**config.mk**
```make
export PLATFORM = sky130hd
export DESIGN_NAME = cau_cell
export DESIGN_NICKNAME = d
export VERILOG_FILES = /design/src/hdl/cau_pkg.sv /design/src/hdl/cau_cell.sv
export SDC_FILE = /design/constraint.sdc
export NUM_CORES = 1
export LEC_CHECK = 0
export ABC_AREA = 1
export CAP_MARGIN = 20
export CORE_UTILIZATION = 30
export CTS_CLUSTER_DIAMETER = 120
export DETAILED_ROUTE_END_ITERATION = 7
export DONT_BUFFER_PORTS = 1
export HOLD_SLACK_MARGIN = 0.03
export SLEW_MARGIN = 20
export SYNTH_ARGS = -nofsm -noshare
export SYNTH_HDL_FRONTEND = slang
export SYNTH_SLANG_ARGS = --single-unit
```
**constraint.sdc**
```tcl
create_clock -name clk -period 3.19 [get_ports clk]
set_clock_uncertainty 0.15 [all_clocks]
set_input_delay 0.4785 -clock clk [delete_from_list [all_inputs] [get_ports clk]]
set_output_delay 0.4785 -clock clk [all_outputs]
set_load 0.02 [all_outputs]
```
**src/hdl/cau_pkg.sv**
```systemverilog
`default_nettype none
package cau_pkg;

  localparam int DATA_WIDTH = 16;
  localparam int FRAC_BITS  = 8;
  localparam int PROD_W     = 2 * DATA_WIDTH;
  localparam int SUM_W      = PROD_W + 1;
  localparam int REM_W      = 3 * DATA_WIDTH + 2;

  localparam logic [1:0] OP_ADD = 2'd0;
  localparam logic [1:0] OP_SUB = 2'd1;
  localparam logic [1:0] OP_MUL = 2'd2;
  localparam logic [1:0] OP_DIV = 2'd3;

  localparam logic [1:0] ST_OK  = 2'd0;
  localparam logic [1:0] ST_SAT = 2'd1;
  localparam logic [1:0] ST_DZ  = 2'd2;

  typedef struct packed {
    logic [1:0]                   opcode;
    logic signed [DATA_WIDTH-1:0] a_re;
    logic signed [DATA_WIDTH-1:0] a_im;
    logic signed [DATA_WIDTH-1:0] b_re;
    logic signed [DATA_WIDTH-1:0] b_im;
  } in_item_t;

  typedef struct packed {
    logic signed [DATA_WIDTH-1:0] res_re;
    logic signed [DATA_WIDTH-1:0] res_im;
    logic [1:0]                   status;
  } out_item_t;

  // one beat travelling down the divider row
  typedef struct packed {
    logic                  vld;
    logic                  is_div;
    logic                  ovf_re;
    logic                  ovf_im;
    logic                  neg_re;
    logic                  neg_im;
    logic [REM_W-1:0]      den;
    logic [REM_W-1:0]      rem_re;
    logic [REM_W-1:0]      rem_im;
    logic [DATA_WIDTH-1:0] q_re;
    logic [DATA_WIDTH-1:0] q_im;
    out_item_t             pre;
  } cell_t;

  typedef struct packed {
    logic                  clip;
    logic [DATA_WIDTH-1:0] val;
  } sat_t;

  function automatic sat_t sat_fn(input logic signed [REM_W-1:0] v);
    sat_t                    r;
    logic signed [REM_W-1:0] hi;
    logic signed [REM_W-1:0] lo;
    hi = (REM_W'(1) <<< (DATA_WIDTH - 1)) - REM_W'(1);
    lo = -hi - REM_W'(1);
    if (v > hi) begin
      r.clip = 1'b1;
      r.val  = hi[DATA_WIDTH-1:0];
    end else if (v < lo) begin
      r.clip = 1'b1;
      r.val  = lo[DATA_WIDTH-1:0];
    end else begin
      r.clip = 1'b0;
      r.val  = v[DATA_WIDTH-1:0];
    end
    return r;
  endfunction

endpackage
`default_nettype wire

```
**src/hdl/cau_cell.sv**
```systemverilog
`default_nettype none
module cau_cell #(
  parameter int SHIFT = 0
) (
  input  wire logic           clk,
  input  wire logic           rst_n,
  input  wire cau_pkg::cell_t cell_in,
  output cau_pkg::cell_t      cell_out
);
  import cau_pkg::*;

  cell_t            cell_r;
  cell_t            cell_nxt;
  logic [REM_W-1:0] den_sh;
  logic [REM_W:0]   diff_re;
  logic [REM_W:0]   diff_im;

  // one restoring step per part: subtract the shifted divisor if it fits
  always_comb begin
    den_sh   = cell_in.den << SHIFT;
    diff_re  = {1'b0, cell_in.rem_re} - {1'b0, den_sh};
    diff_im  = {1'b0, cell_in.rem_im} - {1'b0, den_sh};
    cell_nxt = cell_in;
    if (!diff_re[REM_W]) begin
      cell_nxt.rem_re      = diff_re[REM_W-1:0];
      cell_nxt.q_re[SHIFT] = 1'b1;
    end
    if (!diff_im[REM_W]) begin
      cell_nxt.rem_im      = diff_im[REM_W-1:0];
      cell_nxt.q_im[SHIFT] = 1'b1;
    end
  end

  always_ff @(posedge clk) begin
    cell_r <= cell_nxt;
    if (!rst_n) begin
      cell_r.vld <= 1'b0;
    end
  end

  assign cell_out = cell_r;

endmodule
`default_nettype wire

```
Word-level counts from Yosys, hierarchy flattened
Cells that the tools add are included.

$add $sub $neg: 2. $mul: 0. Divide/modulo/power cells: 0. $lt $le $gt $ge: 0. Equality and inequality tests: 0. Shifts and indexed selects: 0. Muxes and demuxes: 2. Bitwise logic cells: 0. Reductions and logical operators: 0.

Operator list (number): 50-bit by 50-bit subtractor with 51-bit output (2); 50-bit two-way mux (2).

Register bits after elaboration: 222. Bits in latches: 0. Bits in writable memories: 0. Memory bits (read-only): 0. Input bits: 224. Output and inout port bits: 222. Logic and storage cells: 20. Memories: 0.

Longest topological paths before layout
Gate-level depths: netlist (run 1).

Depth in word-level cells: 2. Gate-level depth with buffers: 17.

Worst setup path after synthesis (run 1)
OpenSTA, ideal clock, no wires.

Kind: input -> register. Start point: input port cell_in[116] in the netlist's numbering. End point: register cell_r (netlist bit cell_out[158]). Setup time: 0.113 ns. Arrival: 2.198 ns. Required time: 2.927 ns. Slack: 0.729 ns. Stages: 17. Buffers on the path: 1. Cell sequence: inv_1 -> ha_1 -> inv_1 -> fa_1 -> nand2_1 -> nand2_1 -> nand3b_1 -> nand2_1 -> nand2_1 -> nand2_1 -> nand2_1 -> nand2_2 -> nand2_2 -> nand3_2 -> buf_4 -> nand3_1 -> nand2_1.

RTL lines: from (decl) (line cau_cell.sv:7) `input wire cau_pkg::cell_t cell_in,`; to (signal assigned) (line cau_cell.sv:35) `cell_r <= cell_nxt;`; to (decl) (line cau_cell.sv:12) `cell_t cell_r;`.

Worst setup path in the final report (run 1)
Start point: input port cell_in[116] in the netlist's numbering. End point: register cell_r (netlist bit cell_out[50]).

Longest elaborated chain between the ends: 1.

RTL lines: 50-bit by 50-bit subtractor with 51-bit output (line cau_cell.sv:21) `diff_re = {1'b0, cell_in.rem_re} - {1'b0, den_sh};`.

Every way passes these cells. A chain may end at the register's enable or synchronous reset.

==> flow_summary.ini, run 1 <==
[placement]
dp_hpwl_mm = 52.63
gp_congestion = 0.9822
io_buffers = 0
placed_cells = 3028

[power_and_ir_drop]
power_density_nw_per_um2 = 493.2
peakVddDrop_v = 0.0002813
p_leak_nw = 10.26

[grt]
antenna_found_initial = 0
grt_max_degree = 50
grt_pass1_vias = 15633
grt_first_pass_wirelength_mm = 95.09
track_usage_pct = 25.35
grt_overflow = 0

[timing]
fin_crit_sh_pct = 89.71
fmax_ghz = 0.3494
finalHoldViolCount = 0
relSlewSlack_pct = 71.54
setup_viol = 0
drv_slew = 0
fin_crit_ns = 2.862
rsz0062_at_grt = false
worst-slew-pin-transition_ns = 0.4231
fin_tns_setup_ns = 0

[setup_path]
crit_buf_inv = 4
worstPathArrival_ns = 3.16
critPathMostFrequentCell = nand2_1
worstPathCellList = dlygate4sd3_1, inv_1, ha_1, inv_1, fa_1, nand2_1, nand2_1, nand3b_1, nand2_1, nand2_1, nand2_1, nand2_1, nand2_2, nand2_2, nand3_2, buf_12, or2_1
worstPathRequired_ns = 3.49
criticalPathCategory = in -> reg
crit_fanout = 41
critPathMaxStageDelay_ns = 0.55
end_kind = flop
cp_slowest_cell = dlygate4sd3_1
crit_path_start_kind = input pin
crit_family = simple AND/OR/NAND/NOR gates

[die]
die_area_um2 = 50160
core_area_um2 = 48150
die_y_um = 224.0
num_io_pins = 446
rows = 80
die_w_um = 224.0
start_util_pct = 30.70

[layout]
largest_reg_flops = 222
final_common_cell = nand2_1
layout.nets = 2950
n_fill_cell = 5209
final_cell_mix = 937 x nand2_1, 455 x inv_1, 222 x dfxtp_1, 222 x dlygate4sd3_1, 176 x nand3_1
drive_above_1_share_pct = 5.182
layout.area.seq_um2 = 4444
syn_to_final_growth_pct = 26.89
multiInputGateArea_um2 = 8309
stdcell_count = 3302

[detailed_routing]
first_iter_violations = 897
viasPerCell = 4.640
firstDrtPassIters = 5
drc = 0
routedWlPerCell_um = 19.56
ant_nets = 0
vias = 15320
totalWireLength_mm = 64.57

[logic_synthesis]
synth_top_family_by_area = simple AND/OR/NAND/NOR gates
netlist_instances = 2389
synth.net_count = 2715
synth.area.top_cells = dfxtp_1 30%, nand2_1 24%, inv_1 12%, ha_1 8.5%, nand3_1 6.0%
synth_compound_area_share_pct = 4.148
avgSynthCellArea_um2 = 6.186
synthSimpleGateAreaFrac_pct = 39.90
async_flop_share_pct = 0
synth_top_area_cell = dfxtp_1
synth_edf_count = 0
synth_top_area_share_pct = 30.07
ys.flop_type = dfxtp_1
ys_seq_elements = 222
synth.area.mux_share_pct = 0
syn-cell-area_um2 = 14780
ys_warn_count = 0
synth_xor_area_share_pct = 3.437
synth-seq-area-share_pct = 30.07
synth_cell_types = 34
synth-adder-area-share_pct = 8.737

[clock_network]
cts_buffers = 27
htreeDepth = 1
cts_tree = done
cts_setup_buffers = 0
cts_root_buf = clkbuf_16
cts_buffer_depth = 3
cts_sinks = 222
path_clk_slew_ns = 0.06

[hold_path]
whs_path_depth = 3
hp-class = in -> reg
hp-start = cell_in[117]
hold_end = cell_out[117]$_DFF_P_

[outcome]
status = finished clean

[flow_run]
max_cap_violations = 0
==> synth_stat cells (all sizes together) (4+ instances only) <==
cell    instances
or2             4
o21ai          12
buf            30
nand3b         34
nor2          148
nor3           18
nor4           10
nand2         949
dfxtp         222
nand3         198
inv           478
nand4          18
o21bai         18
ha            100
a21oi          76
and2            8
xor2           58
==> report_power, final <==
group,switching [mW],total [mW],internal (mW)
logic,1.48,2.35,0.864
clock network,1.30,3.20,1.89
registers,0.601,3.70,3.10
total,3.39,9.25,5.86
==> how the worst max path moves through the flow <==
stage                      start                       to  slack, ns  cells past startpoint
detailed placement  cell_in[116]  cell_out[50]$_SDFF_PN1_       0.34                     16
finish              cell_in[116]  cell_out[50]$_SDFF_PN1_       0.33                     17
CTS                 cell_in[166]    cell_out[114]$_DFF_P_       0.21                     16
global route         cell_in[66]  cell_out[34]$_SDFF_PN1_       0.12                     17
global placement    cell_in[209]     cell_out[88]$_DFF_P_       0.35                     11
floorplan           cell_in[116]    cell_out[158]$_DFF_P_       0.73                     17
==> worst min-delay path, stage by stage <==
cell	delay, ns
fa_1	0.16
nand2_1	0.06
nand2_1	0.06
==> cell type report <==
class | count | area share [%]
diodes | 2 | 0.02669
clock buffers | 31 | 3.843
clock inverters | 18 | 1.174
inverters | 478 | 9.568
multi-input cells | 1657 | 44.31
flip-flops and latches | 222 | 23.70
well taps | 656 | 4.377
repair buffers | 238 | 13.00
==> stage by stage <==
stage / cell area [um2] / total power [mW] / util (%) / setup slack [ns] / hold slack (ns)
final: 18750 / 9.249 / 38.95 / 0.3283 / 0.08195
after global placement: 15570 / 5.865 / 32.34 / 0.3482 / 0.3563
after floorplan: 14780 / 5.152 / - / 0.7288 / 0.3562
after CTS: 18740 / 9.333 / 38.93 / 0.2065 / 0.04897
after detailed placement: 15570 / 5.855 / 32.34 / 0.3368 / 0.3563
after global routing: 18750 / 9.755 / 38.94 / 0.1180 / 0.08770
==> kinds of logic (layout without fill, tap and decap cells) <==
group,after synthesis,count (layout)
flip-flops,222,222
adder cells (fa/ha/maj),102,102
AO/OA/AOI/OAI,110,110
buffers and inverters,510,765
other,0,2
XOR/XNOR,58,58
AND/OR/NAND/NOR,1387,1387
==> layer usage <==
| layer | GRT usage (%) | share of wire [%] | vias to the layer above | routed length [um] |
|---|---|---|---|---|
| li1 | - | - | 7737 | - |
| met1 | 28.87 | 39 | 6949 | 25430 |
| met2 | 47.24 | 51 | 530 | 32770 |
| met3 | 4.040 | 6.3 | 104 | 4084 |
| met4 | 9.037 | 3.5 | 0 | 2285 |
| met5 | 0 | 0 | - | 0 |
==> what timing repair did <==
action	CTS	global route
endpoints found under the setup margin	0	36
hold buffers	223	0
endpoints found under the hold margin	222	0
gates resized for setup	0	2
Power figures use the tool's default switching activity.
==> run 2: changes to the inputs <==
- RECOVER_POWER: default -> 100
==> run 2 against run 1 <==
Effect of this change:
- flip-flop and latch count is the same
- die area is the same
- combinational power is essentially flat
- clock power about the same
- critical path type unchanged
==> flow_summary.ini, run 2 (same netlist as run 1, synthesis figures left out) <==
[setup_path]
crit_path_start_kind = input pin
critPathMaxStageDelay_ns = 0.55
crit_fanout = 41
critPathMostFrequentCell = nand2_1
end_kind = flop
cp_slowest_cell = dlygate4sd3_1
worstPathCellList = dlygate4sd3_1, inv_1, ha_1, inv_1, fa_1, nand2_1, nand2_1, nand3b_1, nand2_1, nand2_1, nand2_1, nand2_1, nand2_2, nand2_2, nand3_1, buf_6, or2_1
worstPathRequired_ns = 3.49
criticalPathCategory = in -> reg
worstPathArrival_ns = 3.20

[timing]
setup_ws_ns = 0.2819
fin_crit_ns = 2.908
fmax_ghz = 0.3439
fin_crit_sh_pct = 91.16
setup_viol = 0
worst-slew-pin-transition_ns = 0.4125
fin_tns_setup_ns = 0
rsz0062_at_grt = false
drv_slew = 0
finalHoldViolCount = 0
relSlewSlack_pct = 72.26

[die]
rows = 80
die_area_um2 = 50160
die_w_um = 224.0
start_util_pct = 30.70
die_y_um = 224.0
core_area_um2 = 48150
num_io_pins = 446

[detailed_routing]
viasPerCell = 4.651
firstDrtPassIters = 5
routedWlPerCell_um = 19.57
totalWireLength_mm = 64.64
ant_nets = 0
drc = 0
first_iter_violations = 912
vias = 15357

[clock_network]
cts_buffers = 27
cts_root_buf = clkbuf_16
htreeDepth = 1
path_clk_slew_ns = 0.06
cts_buffer_depth = 3
cts_sinks = 222
cts_tree = done
cts_setup_buffers = 0

[grt]
antenna_found_initial = 0
grt_overflow = 0
track_usage_pct = 25.35
grt_first_pass_wirelength_mm = 95.09
grt_pass1_vias = 15633
grt_max_degree = 50

[placement]
io_buffers = 0
dp_slack_ns = 0.3368
dp_hpwl_mm = 52.63
gp_congestion = 0.9822
dpl_cell_area_um2 = 15570
placed_cells = 3028

[layout]
final_common_cell = nand2_1
fin_util_pct = 38.84
design_area_um2 = 18700
final_cell_mix = 937 x nand2_1, 455 x inv_1, 222 x dfxtp_1, 222 x dlygate4sd3_1, 181 x nand3_1
drive_above_1_share_pct = 4.992
syn_to_final_growth_pct = 26.54
layout.nets = 2950
stdcell_count = 3302
largest_reg_flops = 222

[power_and_ir_drop]
peakVddDrop_v = 0.0002812
power_density_nw_per_um2 = 493.8
p_leak_nw = 10.23

[flow_run]
max_cap_violations = 0

[hold_path]
hp-start = cell_in[117]
hold_end = cell_out[117]$_DFF_P_
hp-class = in -> reg
whs_path_depth = 3

[outcome]
status = finished clean
## run 2: where the power goes
group | internal (mW) | switching (mW)
sequential | 3.10 | 0.601
clock | 1.89 | 1.30
combinational | 0.853 | 1.48
total | 5.85 | 3.39
## run 2: per-layer routing
layer / up-vias / part of all wire [%] / GRT usage [%]
met1: 6962 / 40 / 28.87
met4: 0 / 3.6 / 9.037
met2: 543 / 51 / 47.24
met3: 109 / 6.2 / 4.040
li1: 7743 / - / -
met5: - / 0 / 0
## run 2: layout make-up
class	count	area (um2)
antenna	2	5.005
multi-input combinational	1657	8284
clock buffer	31	720.7
tap	656	820.8
fill	5218	29440
clock inverter	18	220.2
timing repair buffer	238	2412
sequential	222	4444
inverter	478	1794
## run 2: stage by stage
step,power [mW],hold WS (ns)
3_5_place_dp,5.855,0.3563
5_1_grt,9.742,0.08770
6_report,9.235,0.08225
2_1_floorplan,5.152,0.3562
4_1_cts,9.333,0.04897
3_3_place_gp,5.865,0.3563
## run 2: repair_timing
action / CTS / global route
hold buffers: 223 / 0
gates resized for setup: 0 / 2
endpoints found under the setup margin: 0 / 36
hold endpoints to repair: 222 / 0
## run 2: worst max-delay path by stage
stage,start,endpoint,depth (start not counted)
6_report,cell_in[116],cell_out[50]$_SDFF_PN1_,17
5_1_grt,cell_in[66],cell_out[113]$_DFF_P_,18
4_1_cts,cell_in[166],cell_out[114]$_DFF_P_,16
3_5_place_dp,cell_in[116],cell_out[50]$_SDFF_PN1_,16
3_3_place_gp,cell_in[209],cell_out[88]$_DFF_P_,11
2_1_floorplan,cell_in[116],cell_out[158]$_DFF_P_,17
## run 2: worst max-delay path: cells and delay by family
| kind | cells | cell delay, ns |
|---|---|---|
| AND/OR/NAND/NOR | 11 | 1.10 |
| adder cells (fa/ha/maj) | 2 | 0.58 |
| buffers and inverters | 4 | 1.01 |
